$ cat src/rtl/core/sise_pkg.sv
// shared types and constants of the sorted interval set engine
`default_nettype none
package sise_pkg;

    localparam int MAX_RANGES = 64;
    localparam int INDEX_BITS = 32;
    localparam int ADDR_W     = $clog2(MAX_RANGES);
    localparam int CNT_W      = $clog2(MAX_RANGES + 1);
    localparam int ENTRY_W    = 2 * INDEX_BITS;

    typedef logic [INDEX_BITS-1:0] t_index;
    typedef logic [ENTRY_W-1:0]    t_entry;
    typedef logic [ADDR_W-1:0]     t_addr;
    typedef logic [CNT_W-1:0]      t_count;

    typedef enum logic [2:0] {
        OP_ADD       = 3'd0,
        OP_REMOVE    = 3'd1,
        OP_CONTAINS  = 3'd2,
        OP_INTERSECT = 3'd3,
        OP_READ      = 3'd4,
        OP_CLEAR     = 3'd5
    } t_op;

    typedef enum logic [3:0] {
        S_IDLE,
        S_SRD,
        S_SUSE,
        S_SEND,
        S_MRD,
        S_MUSE,
        S_WP,
        S_WP1,
        S_RRD,
        S_RUSE,
        S_DONE
    } t_state;

    // one access request to the range table
    typedef struct packed {
        logic   rd_en;
        t_addr  rd_addr;
        logic   wr_en;
        t_addr  wr_addr;
        t_entry wr_data;
    } t_mem_req;

endpackage
`default_nettype wire

$ cat src/rtl/core/sise_table.sv
// range table memory, one write and one registered read per cycle
`default_nettype none
module sise_table (
    input  wire logic              i_clk,
    input  wire sise_pkg::t_mem_req i_req,
    output sise_pkg::t_entry       o_rd_data
);

    sise_pkg::t_entry r_mem [sise_pkg::MAX_RANGES];
    sise_pkg::t_entry r_rd_data;

    // write port
    always_ff @(posedge i_clk) begin
        if (i_req.wr_en) begin
            r_mem[i_req.wr_addr] <= i_req.wr_data;
        end
    end

    // registered read port
    always_ff @(posedge i_clk) begin
        if (i_req.rd_en) begin
            r_rd_data <= r_mem[i_req.rd_addr];
        end
    end

    assign o_rd_data = r_rd_data;

endmodule
`default_nettype wire

$ cat config.mk
export PLATFORM = sky130hd
export DESIGN_NAME = sise_table
export DESIGN_NICKNAME = d
export VERILOG_FILES = /design/src/rtl/core/sise_pkg.sv /design/src/rtl/core/sise_table.sv
export SDC_FILE = /design/constraint.sdc
export NUM_CORES = 2
export LEC_CHECK = 0
export ABC_CLOCK_PERIOD_IN_PS = 5200
export BUFFER_PORTS_ARGS = -buffer_cell sky130_fd_sc_hd__buf_4
export CORE_UTILIZATION = 35
export CTS_BUF_LIST = sky130_fd_sc_hd__clkbuf_4 sky130_fd_sc_hd__clkbuf_8 sky130_fd_sc_hd__clkbuf_16
export DETAILED_ROUTE_END_ITERATION = 8
export PLACE_DENSITY = 0.51
export SLEW_MARGIN = 20
export SYNTH_ARGS = -nofsm -noshare
export SYNTH_HDL_FRONTEND = slang
export SYNTH_SLANG_ARGS = --single-unit
$ cat constraint.sdc
create_clock -name i_clk -period 5.2 [get_ports i_clk]
set_input_delay 0.26 -clock i_clk [delete_from_list [all_inputs] [get_ports i_clk]]
set_output_delay 0.26 -clock i_clk [all_outputs]
set_load 0.01 [all_outputs]
---- After elaboration in Yosys (flattened, before gate mapping) ----
Memory sizes are Yosys's and may differ from the RTL's. A register that Yosys moved wholly into a read port is not among the register bits.
Cells that the tools add are included.
W data, S select, Z words.
word-level totals
  output and inout bits ................... 64
  flip-flop bits (word level) ............. 0
  word-level logic and storage cells ...... 3
  input port bits ......................... 79
  bits in writable memories ............... 4096
  memories ................................ 1
memories
  memory  words  bits a word  rd ports  clocked after Yosys merged registers in  write ports  RTL line         text
  r_mem   64     64           1         1                                        1            sise_table.sv:9  sise_pkg::t_entry r_mem [sise_pkg::MAX_RANGES];
cells by class
  mux-type cells .......................... 2
operators by type and width
  operator  number
  $mux W1   2

---- Logic depth before layout (Yosys ltp) ----
  depth in word-level cells ............... 2
  depth in mapped cells ................... 9
  gate-level depth less buffers ........... 5

---- Least setup slack after synthesis ----
No wires, ideal clock.
  path kind ............................... input-to-reg
  start point ............................. input port i_req[67] (netlist bit)
  end point ............................... memory r_mem[48][0] (netlist bit), enable pin
  path slack .............................. -496 ps
  stages on the path ...................... 4
  data arrival time ....................... 5132 ps
  library setup time ...................... 564 ps
  path through ............................ clkbuf_1 -> nor2b_1 -> nand4b_1 -> nor3_1
RTL lines
  what                RTL line         text
  start: declaration  sise_table.sv:5  input wire sise_pkg::t_mem_req i_req,
  end: declaration    sise_table.sv:9
No word-level cell before the write port.

==> results.md <==
* Worst Hold Path Cells at 3
* Register-to-Register Setup Slack at 2.98 ns
* Slowest stage delay, CP at 0.57 ns
* Number of antenna violations at the first check in global routing at 32
* Fraction of power spent switching nets at 0.216
* Number of unique standard cell types used by synthesis at 32
* Proportion of synthesized chip area in sequential cells at 0.796
* CP max-delay cell: sky130_fd_sc_hd__buf_8
* Placed wire-length estimate at 244000 µm
* Max-Cap Viols at 0
* Average vias per placed instance at 5.72
* DRC at 0
* Worst-case vdd ir drop at 0.000273 V
* Worst max-slew margin expressed relative to the limit at 0.174
* Maximum fanout count along the critical path at 90
* Leakage power at 56.0 nW
* Number of nets with antenna violations after detailed routing at 0
* Final non-filler cell area at 0.182 mm²
* Vias in the first global route at 77900
* Power per cell area at 389 mW/mm²
* Clock Tree Buf Depth at 4
* Worst path cell trace: buf_8 > buf_12 > buf_4 > mux4_2 > a22o_1 > nor2_1 > a211oi_1
* WP data required at 5.89 ns
* Total placed cells including tap cells at 12500
* Pin count of the biggest net entering global routing at 101
* Setup repair after global routing missed its margin: false
* Proportion of netlist area held by the largest area contributor at 0.796
* Clock tree from TritonCTS: built
* Cell area after technology mapping at 0.157 mm²
* Critical Path AT at 3.19 ns
* Post-Place Cell Area at 0.167 mm²
* Clock latency on the worst-skew pair at 1.00 ns
* Clock network power share at 0.424
* Routed vias at 76500
* Fill cell total of the finished layout at 38700
* Aggregate negative setup slack at 0 ns
* Time the worst path needs with I/O delays and setup at 2.50 ns
* Post-route clock skew at 0.0393 ns
* Ports placed on the boundary at 143
* Critical path start-end classification: in2reg
* Die Ht at 672 µm
* Register bit total from synthesis at 4160
* Final Max Tran Viols at 0
* Total number of nets in the final design at 7173
* Final standard cell count with taps included and fillers excluded at 13400
* Total clock sinks at 4160
* Library cell with the largest summed area after synthesis: sky130_fd_sc_hd__edfxtp_1
* CTS Root Cell: sky130_fd_sc_hd__clkbuf_16
* Gpl congestion at 0.750
* Buffering stage count on the worst path with inverters included at 3
* Post-synth EDFFs at 4160
* Die width at 672 µm
* Number of setup violations in the final report at 0
* First-pass GRT wire length at 661000 µm
* Combinational power share at 0.047
* Synthesized netlist cell count at 6598
* R2r endpoint: o_rd_data[7]
* Most area-consuming cells after synthesis: sky130_fd_sc_hd__edfxtp_1 80%, sky130_fd_sc_hd__mux4_2 15%, sky130_fd_sc_hd__mux2i_1 0.86%
* Area of the core region at 0.446 mm²
* H-tree level count at 5
* Multi-input gate area at 0.0308 mm²
* Final hold viol count at 0
* Async SR Flop Fraction at 0
* CP delay by family, top: buffers and inverters
* DRT Pass-1 Iters at 5
* Count of input and output buffers at 142
* Row count at 245
* WL/cell at 36.2 µm
* Power Internal at 0.0554 W
* Register-to-Register Path Depth at 5
* Global route overflow at 0
* Commonest register cell after synthesis: sky130_fd_sc_hd__edfxtp_1
* Clock buffer count from CTS at 428
* Path class of the lowest-slack min-delay path: in2reg
* Post-detailed-routing wire length at 485000 µm
* Starting density of the core at 0.352
* Startpoint type of the worst setup path: input pin
* Reg-to-reg critical path startpoint: r_mem[55][7]
* Storage cell area at 0.125 mm²
* Die area at 0.451 mm²
* Fraction of layout instances using a drive strength above 1 at 0.292
* Layout overhead on the synthesized area at 15.7%
* Endpoint type of the worst setup path: register
* Syn Nets at 6677
* Initial DRC Count at 9104
* NetSw at 0.0152 W
* Avg Cell Area, Syn at 23.8 µm²
* Highest Clock Rate at 0.401 GHz
* Part of the power in registers at 0.529
* Result of the run: complete, no violations
* Worst hold endpoint: r_mem[49][18]
* Overall global routing resource usage at 0.211
* Hold Path Origin: i_req[65]
* Clock-pin slew reported for the worst setup and hold paths after clock tree synthesis at 0.06 ns
* Worst-margin pin slew at 1.24 ns
* Warnings, synthesis at 0
* Share of the clock period used by the worst path at 0.480
==> cells in the mapped netlist, drive strengths merged (2+ instances only) <==
master	number
buf	230
and2	3
nand2b	11
nor2	112
or2	28
nand2	58
mux4	1024
o221ai	38
inv	19
a31oi	18
a22oi	168
or3	29
and3	64
a41oi	26
mux2i	135
a22o	88
nor3	2
o22ai	83
a2bb2oi	19
nor2b	28
nand3b	2
nand3	45
a211oi	63
clkbuf	140
nand4	2
edfxtp	4160
==> cell usage in the layout, fill, tap and decap left out, types with 73 or more instances in the layout <==
cell                        netlist  final
sky130_fd_sc_hd__edfxtp_1      4160   4160
sky130_fd_sc_hd__mux4_2        1024   1024
sky130_fd_sc_hd__clkbuf_16        0    432
sky130_fd_sc_hd__buf_4           34    263
sky130_fd_sc_hd__a22oi_1        168    168
sky130_fd_sc_hd__mux2i_1        135    135
sky130_fd_sc_hd__clkinv_1         0    110
sky130_fd_sc_hd__buf_12           0    101
sky130_fd_sc_hd__clkbuf_4         0     93
sky130_fd_sc_hd__a22o_1          88     88
sky130_fd_sc_hd__o22ai_1         83     83
sky130_fd_sc_hd__clkinv_2         0     73
==> kinds of logic (layout without fill, tap and decap cells) <==
logic type	count (synthesis)	count (layout)	synth area share
compound gates	504	504	0.0247
flops	4160	4160	0.796
buf+inv	389	1233	0.0118
mux	1159	1159	0.156
simple gates	386	386	0.0123
other cells	0	10	0
==> power groups by stage <==
stage	clock, W	combinational, W	sequential (W)
after CTS	0.0304	0.00336	0.0374
after global routing	0.0316	0.00351	0.0373
final	0.0299	0.00331	0.0373
after detailed placement	0	0.00330	0.0381
after global placement	0	0.00324	0.0381
after floorplan	0	0.00173	0.0380
==> per-stage QoR <==
| step | util | hold WS [ns] | setup slack, ns | total power, W |
|---|---|---|---|---|
| after global routing | 0.407 | 0.0970 | 2.62 | 0.0725 |
| after detailed placement | 0.375 | 0.695 | 1.67 | 0.0414 |
| final | 0.407 | 0.103 | 2.70 | 0.0706 |
| after floorplan | - | 0.359 | 0.910 | 0.0397 |
| after CTS | 0.407 | 0.0538 | 2.72 | 0.0712 |
| after global placement | 0.375 | 0.690 | 1.69 | 0.0413 |
==> final cells by class <==
type / count / area share
diodes: 10 / 0.000138
clock buffers: 525 / 0.0634
clock inverters: 253 / 0.0114
inverters: 19 / 0.000393
multi-input cells: 2049 / 0.170
flip-flops and latches: 4160 / 0.688
well taps: 5928 / 0.0408
repair buffers: 436 / 0.0265
==> sequential cells by signal, indices dropped and copies added, names as in the netlist <==
name       cells
o_rd_data     64
r_mem       4096
==> worst max path at each step <==
stage,cells after the start,slack (ns),start,endpoint
4_1_cts,8,2.72,i_req[71],o_rd_data[9]
5_1_grt,8,2.62,i_req[71],o_rd_data[9]
3_3_place_gp,8,1.69,i_req[71],o_rd_data[9]
2_1_floorplan,4,0.91,i_req[69],r_mem[39][0]
6_report,7,2.70,i_req[72],o_rd_data[56]
3_5_place_dp,8,1.67,i_req[71],o_rd_data[9]
==> timing repair <==
| action | 4_1_cts | 5_1_grt |
|---|---|---|
| gates resized for setup | 0 | 0 |
| endpoints found under the hold margin | 4105 | 0 |
| buffers inserted | 0 | 0 |
| hold buffers | 65 | 0 |
==> per-layer routing <==
metal	share of wire	wire, µm	vias up	track usage
met3	0.061	29800	681	0.0272
met2	0.49	240000	3104	0.354
met4	0.028	13400	4	0.0546
li1	-	-	29600	-
met5	0.000047	23	-	0
met1	0.42	202000	43100	0.293
==> tightest hold or removal path: cells and delay by family <==
family / cells / cell delay [ns]
buffers and inverters: 2 / 0.45
AND/OR/NAND/NOR: 1 / 0.07
Power figures use the tool's default switching activity.
